===== config.mk =====
export PLATFORM = sky130hd
export DESIGN_NAME = gn3_fade
export DESIGN_NICKNAME = d
export VERILOG_FILES = /design/src/gn3_pkg.sv /design/src/gn3_fade.sv
export SDC_FILE = /design/constraint.sdc
export NUM_CORES = 2
export LEC_CHECK = 0
export BUFFER_PORTS_ARGS = -buffer_cell sky130_fd_sc_hd__buf_2
export CAP_MARGIN = 10
export CORE_UTILIZATION = 67
export CTS_BUF_LIST = sky130_fd_sc_hd__clkbuf_8
export CTS_CLUSTER_DIAMETER = 50
export DETAILED_ROUTE_END_ITERATION = 8
export GPL_TIMING_DRIVEN = 0
export HOLD_SLACK_MARGIN = 0.15
export PLACE_DENSITY_LB_ADDON = 0.3
export SLEW_MARGIN = 20
export SYNTH_ARGS = -nofsm -noshare
export SYNTH_HDL_FRONTEND = slang
export SYNTH_SLANG_ARGS = --single-unit

===== constraint.sdc =====
create_clock -name clk -period 10.8 [get_ports clk]
set_input_delay 0.54 -clock clk [delete_from_list [all_inputs] [get_ports clk]]
set_output_delay 0.54 -clock clk [all_outputs]
set_load 0.005 [all_outputs]

===== src/gn3_pkg.sv =====
// Package for the 3D gradient noise pipeline: formats, permutation ROM and helpers.
package gn3_pkg;

  localparam int FRAC_BITS = 16;
  localparam int COORD_W   = 24;
  localparam int NOISE_W   = 18;
  localparam int TDATA_IN_W  = 72;
  localparam int TDATA_OUT_W = 24;
  // Fraction values in [-1, 1] with FRAC_BITS fraction bits, plus sign and guard.
  localparam int FW = FRAC_BITS + 2;
  // Blend values: dot products reach +-2, blends stay within that span.
  localparam int VW = FRAC_BITS + 4;

  localparam logic signed [NOISE_W-1:0] NOISE_MAX = {1'b0, {(NOISE_W-1){1'b1}}};
  localparam logic signed [NOISE_W-1:0] NOISE_MIN = {1'b1, {(NOISE_W-1){1'b0}}};

  typedef logic [7:0] byte_t;

  localparam byte_t PERM [256] = '{
    8'd151,8'd160,8'd137,8'd91,8'd90,8'd15,8'd131,8'd13,8'd201,8'd95,8'd96,8'd53,8'd194,
    8'd233,8'd7,8'd225,8'd140,8'd36,8'd103,8'd30,8'd69,8'd142,8'd8,8'd99,8'd37,8'd240,
    8'd21,8'd10,8'd23,8'd190,8'd6,8'd148,8'd247,8'd120,8'd234,8'd75,8'd0,8'd26,8'd197,
    8'd62,8'd94,8'd252,8'd219,8'd203,8'd117,8'd35,8'd11,8'd32,8'd57,8'd177,8'd33,8'd88,
    8'd237,8'd149,8'd56,8'd87,8'd174,8'd20,8'd125,8'd136,8'd171,8'd168,8'd68,8'd175,
    8'd74,8'd165,8'd71,8'd134,8'd139,8'd48,8'd27,8'd166,8'd77,8'd146,8'd158,8'd231,
    8'd83,8'd111,8'd229,8'd122,8'd60,8'd211,8'd133,8'd230,8'd220,8'd105,8'd92,8'd41,
    8'd55,8'd46,8'd245,8'd40,8'd244,8'd102,8'd143,8'd54,8'd65,8'd25,8'd63,8'd161,8'd1,
    8'd216,8'd80,8'd73,8'd209,8'd76,8'd132,8'd187,8'd208,8'd89,8'd18,8'd169,8'd200,
    8'd196,8'd135,8'd130,8'd116,8'd188,8'd159,8'd86,8'd164,8'd100,8'd109,8'd198,8'd173,
    8'd186,8'd3,8'd64,8'd52,8'd217,8'd226,8'd250,8'd124,8'd123,8'd5,8'd202,8'd38,8'd147,
    8'd118,8'd126,8'd255,8'd82,8'd85,8'd212,8'd207,8'd206,8'd59,8'd227,8'd47,8'd16,
    8'd58,8'd17,8'd182,8'd189,8'd28,8'd42,8'd223,8'd183,8'd170,8'd213,8'd119,8'd248,
    8'd152,8'd2,8'd44,8'd154,8'd163,8'd70,8'd221,8'd153,8'd101,8'd155,8'd167,8'd43,
    8'd172,8'd9,8'd129,8'd22,8'd39,8'd253,8'd19,8'd98,8'd108,8'd110,8'd79,8'd113,
    8'd224,8'd232,8'd178,8'd185,8'd112,8'd104,8'd218,8'd246,8'd97,8'd228,8'd251,8'd34,
    8'd242,8'd193,8'd238,8'd210,8'd144,8'd12,8'd191,8'd179,8'd162,8'd241,8'd81,8'd51,
    8'd145,8'd235,8'd249,8'd14,8'd239,8'd107,8'd49,8'd192,8'd214,8'd31,8'd181,8'd199,
    8'd106,8'd157,8'd184,8'd84,8'd204,8'd176,8'd115,8'd121,8'd50,8'd45,8'd127,8'd4,
    8'd150,8'd254,8'd138,8'd236,8'd205,8'd93,8'd222,8'd114,8'd67,8'd29,8'd24,8'd72,
    8'd243,8'd141,8'd128,8'd195,8'd78,8'd66,8'd215,8'd61,8'd156,8'd180
  };

  // Gradient dot product of the 12-direction improved noise set.
  function automatic logic signed [VW-1:0] grad_dot(input logic [3:0] h,
      input logic signed [FW-1:0] x, input logic signed [FW-1:0] y,
      input logic signed [FW-1:0] z);
    logic signed [VW-1:0] u;
    logic signed [VW-1:0] v;
    u = (h < 4'd8) ? VW'(x) : VW'(y);
    if (h < 4'd4) v = VW'(y);
    else if (h == 4'd12 || h == 4'd14) v = VW'(x);
    else v = VW'(z);
    if (h[0]) u = -u;
    if (h[1]) v = -v;
    return u + v;
  endfunction

endpackage


===== src/gn3_fade.sv =====
// Pipelined fade curve 6t^6 - 15t^5 + 10t^4, five register stages.
module gn3_fade import gn3_pkg::*; (
  input  logic                 clk,
  input  logic                 en,
  input  logic [FRAC_BITS-1:0] t,
  output logic [FW-1:0]        fade
);
  localparam int PW = 2 * (FRAC_BITS + 4);
  // The 6t - 15 term reaches -15 and the 10 + t*a term reaches 10, so the
  // intermediates need room for about +-16.
  localparam int IW = FW + 4;
  localparam logic signed [IW-1:0] ONE = IW'(1) <<< FRAC_BITS;

  logic signed [IW-1:0] t1, a1;
  logic signed [IW-1:0] t2, b2, sq2;
  logic signed [IW-1:0] c3, cube3;
  logic signed [IW-1:0] c4, cube4;
  logic signed [PW-1:0] p_ta, p_tb, p_tt, p_sqt, p_fc;

  assign p_ta  = PW'(t1) * PW'(a1);
  assign p_tt  = PW'(t1) * PW'(t1);
  assign p_tb  = PW'(t2) * PW'(b2);
  assign p_sqt = PW'(sq2) * PW'(t2);
  assign p_fc  = PW'(cube4) * PW'(c4);

  always_ff @(posedge clk) begin
    if (en) begin
      t1 <= IW'({1'b0, t});
      a1 <= 6 * IW'({1'b0, t}) - 15 * ONE;
      t2 <= t1;
      b2 <= IW'(p_ta >>> FRAC_BITS) + 10 * ONE;
      sq2 <= IW'(p_tt >>> FRAC_BITS);
      c3 <= IW'(p_tb >>> FRAC_BITS);
      cube3 <= IW'(p_sqt >>> FRAC_BITS);
      c4 <= c3;
      cube4 <= cube3;
      fade <= FW'(p_fc >>> FRAC_BITS);
    end
  end
endmodule


# After elaboration in Yosys (flattened, before gate mapping)
# Index checks and enable logic that the tools add are counted.
dict set report classes {
  n_addsub 2
  n_mul 6
  div_mod_pow 0
  n_lt_le_gt_ge 0
  n_eq_ne 0
  n_shift 0
  muxes 0
  bitwise 0
  reduce_logical 0
}
# cell count
set ops {}
lappend ops {{16-bit by 16-bit multiplier with 32-bit output} 2}
lappend ops {{17-bit by 21-bit multiplier with 38-bit output} 1}
lappend ops {{17-bit by 22-bit multiplier with 38-bit output} 1}
lappend ops {{22-bit by 22-bit multiplier with 34-bit output} 1}
lappend ops {{22-bit by 21-bit adder with 22-bit output, second input constant} 1}
lappend ops {{19-bit by 20-bit subtractor with 21-bit output, second input constant} 1}
lappend ops {{2-bit by 16-bit multiplier with 18-bit output, first input constant} 1}
dict set report word_totals {
  reg_bits 197
  latch_bits 0
  ram_bits 0
  rom_bits 0
  elab_cells 18
  n_memories 0
}

# Logic depth before layout (Yosys ltp)
dict set report depth {
  depth_word 2
  ltp_mapped 33
  ltp_nobuf 31
}

# Worst setup path after synthesis
# No wires, ideal clock.
dict set report synth_timing {
  kind {register to register}
  startpoint {reg t1[8]}
  endpoint {reg b2[21], data pin}
  setup_time_ns 0.260
  arrival_ns 7.381
  setup_slack_ns 3.159
  path_stages_with_launch 32
  path_buffers 2
  synth_period_minus_slack_ns 7.641
  cell_sequence {edfxtp_1 > clkbuf_1 > clkbuf_1 > nand2_1 > fa_1 > inv_1 > fa_1 > inv_1 > fa_1 > inv_1 > fa_1 > fa_1 > inv_1 > fa_1 > inv_1 > ha_1 > a21o_1 > a2111oi_2 > a21bo_2 > and3_4 > o31ai_4 > and2_1 > o21ai_0 > a21oi_1 > xnor2_1 > ha_1 > inv_1 > o21ai_0 > a21oi_1 > a211o_1 > a22oi_1 > xnor2_1}
}
dict set report synth_via {
  elab_chain_cells 2
}
# element line_no
set synth_rtl {}
lappend synth_rtl {{from (decl)} gn3_fade.sv:14} ;# logic signed [IW-1:0] t1, a1;
lappend synth_rtl {{from (signal assigned)} gn3_fade.sv:28} ;# t1 <= IW'({1'b0, t});
lappend synth_rtl {{17-bit by 21-bit multiplier with 38-bit output} gn3_fade.sv:20} ;# assign p_ta = PW'(t1) * PW'(a1);
lappend synth_rtl {{22-bit by 21-bit adder with 22-bit output} gn3_fade.sv:31} ;# b2 <= IW'(p_ta >>> FRAC_BITS) + 10 * ONE;
lappend synth_rtl {{to (signal assigned)} gn3_fade.sv:31}
lappend synth_rtl {{to (decl)} gn3_fade.sv:15} ;# logic signed [IW-1:0] t2, b2, sq2;
# Every way passes these cells.
# A chain may end at the register's enable or synchronous reset.

# Worst setup path in the final report
dict set report layout_timing {
  startpoint {reg t1[3]}
  endpoint {reg b2[21], data pin}
}
# Same word-level chain as after synthesis.

==> qor.yml <==
wirelength_um: 143000
overflow: 0
finalCritPeriodShare_pct: 87.7
worstHoldEndpoint: "t1[14]"
drc: 0
finClkSkew_ns: 0.0421
fp.dieH_um: 290
clkSinkCount: 182
layout.cells.non_filler: 7022
clock_latency_ns: 0.64
crit_path_frequent_cell: "fa_1"
worstSetupEndpointType: "register"
worstHoldStart: "t[14]"
worstHoldPathCells: 1
cap_violations: 0
wl_met2_um: 66500
cp_slowest_cell: "edfxtp_1"
crit_type: "register to register"
synthArstFlopShare_pct: 0
dieArea_um2: 84100
synth_nets: 7715
die_x_um: 290
ys.flop_type: "edfxtp_1"
max_clock_freq_mhz: 106
reg2reg_slack_ns: 1.33
fin_tns_setup_ns: 0
cts_resized: 0
ant_nets: 0
layout.nets: 7785
worstMarginPinSlew_ns: 1.28
first_iter_violations: 3473
drive_gt1_share_pct: 1.56
cts_tree: "built"
clock_tree.buffer_depth: 2
grt_usage_pct: 36.2
hold_viol_final: 0
synth_top_cell_area_share_pct: 46.6
htreeDepth: 4
hold_buffers: 14
rsz0062_at_grt: "false"
fin_area_um2: 57700
placed_cells: 6970
worstPathRequired_ns: 11.17
yosysTopAreaCell: "fa_1"
cpPeakStageDelay_ns: 0.78
vias_per_cell: 5.65
place_hpwl_um: 120000
yosysUniqueCellTypes: 69
synthTopCellsByArea: "fa_1, ha_1, inv_1"
highest_layer: "met5"
port_buffers: 35
yosysSeqAreaShare_pct: 9.84
drt_pass1_iterations: 6
dpl_cell_area_um2: 57100
finalSetupViolations: 0
postCtsSetupBuffers: 0
grt_max_degree: 82
grt_first_pass_wirelength_um: 232000
r2r-end: "b2[21]"
start_kind: "register"
synthCells: 5863
synthToLayoutAreaGrowth_pct: 3.83
start_util_pct: 67.7
rr_worst_depth: 29
met1_length_um: 50800
r2r-start: "t1[3]"
min_path_type: "primary input to register"
clk_pin_slew_worst_paths_ns: 0.11
row_count: 105
path_max_fanout: 10
synth.cell_area_um2: 55600
avgSynthCellArea_um2: 9.48
min_period_ns: 9.47
routabilityCongestion: 1.03
io_pins: 36
ys_warn_count: 0
dr_wl_met3_um: 14700
root_buffer: "clkbuf_8"
numCtsBuffers: 17
synth.most_common_cell: "inv_1"
num_vias: 39697
grt_antenna_before_repair: 6
arrival_ns: 9.84
synth_enable_flop_cells: 182
slew_headroom_pct: 14.8
outcome: "completed"
slew_violations: 0
ys_ff_latch: 182
wire_per_inst_um: 20.4
grt_pass1_vias: 43930
synth_common_cells: "inv_1, fa_1, nand2_1"
core-area_um2: 82100
cell type report:
type	instances	area (µm²)
fillers	6125	24400
plain buffers	224	842
diodes	6	15.0
well taps	1070	1340
flip-flops and latches	182	5470
inverters	1652	6200
multi-input cells	3805	43100
repair buffers	51	380
clock buffers	17	234
clock inverters	15	160
layer usage:
metal	track usage (%)	vias up
met5	0	-
li1	-	17136
met3	8.10	572
met4	24.0	4
met1	43.8	19909
met2	58.6	2076
how the worst max path moves through the flow:
| stage | slack (ns) | cells past startpoint | end | startpoint |
|---|---|---|---|---|
| 2_1_floorplan | 3.16 | 31 | b2[21] | t1[8] |
| 3_3_place_gp | 1.73 | 31 | b2[21] | t1[8] |
| 3_5_place_dp | 1.67 | 31 | b2[21] | t1[8] |
| 4_1_cts | 1.58 | 31 | b2[21] | t1[8] |
| 5_1_grt | 0.95 | 29 | b2[21] | t1[3] |
| 6_report | 1.33 | 29 | b2[21] | t1[3] |
critical path, delay by kind of cell, from the launching register on:
family	cells	cell delay [ns]
flip-flops	1	0.78
XOR/XNOR	2	0.23
AND/OR/NAND/NOR	3	0.61
buffers and inverters	6	1.55
AO/OA/AOI/OAI	10	2.36
adder cells (fa/ha/maj)	8	3.66
state kept, by name, summed over array words and instances, names as in the netlist:
register,cells
a1,18
b2,22
c3,22
c4,22
cube3,16
cube4,16
fade,18
sq2,16
t1,16
t2,16
cells by family after synthesis:
| logic type | after synthesis | synth area share (%) |
|---|---|---|
| multiplexers | 4 | 0.0788 |
| adder cells (fa/ha/maj) | 1834 | 58.8 |
| AO/OA/AOI/OAI | 269 | 3.22 |
| XOR/XNOR | 141 | 2.22 |
| AND/OR/NAND/NOR | 1557 | 13.2 |
| flip-flops | 182 | 9.84 |
| buffers and inverters | 1876 | 12.7 |
placed cells by master (no fill, tap or decap), types with 16 or more instances in the layout:
cell type / Yosys / routed
a21o_1: 38 / 38
a21oi_1: 83 / 83
and2_1: 493 / 493
buf_2: 0 / 34
clkbuf_1: 219 / 218
clkbuf_8: 0 / 17
edfxtp_1: 182 / 182
fa_1: 1292 / 1292
ha_1: 542 / 542
inv_1: 1644 / 1644
nand2_1: 825 / 825
nand3_1: 24 / 24
nor2_1: 118 / 118
nor2b_1: 18 / 18
nor3_1: 24 / 24
o21a_1: 16 / 16
o21ai_0: 40 / 40
xnor2_1: 99 / 99
xor2_1: 42 / 42
through the flow:
| step | hold WS [ns] | util [%] | setup slack [ns] |
|---|---|---|---|
| after global routing | 0.177 | 70.2 | 0.949 |
| final | 0.175 | 70.3 | 1.33 |
| after floorplan | 0.400 | - | 3.16 |
| after detailed placement | 0.405 | 69.6 | 1.67 |
| after global placement | 0.402 | 69.5 | 1.73 |
| after CTS | 0.150 | 70.2 | 1.58 |
Power is left out: the tool's default activity adds up to more than one toggle a clock period on the data nets, which glitch-free logic cannot reach.
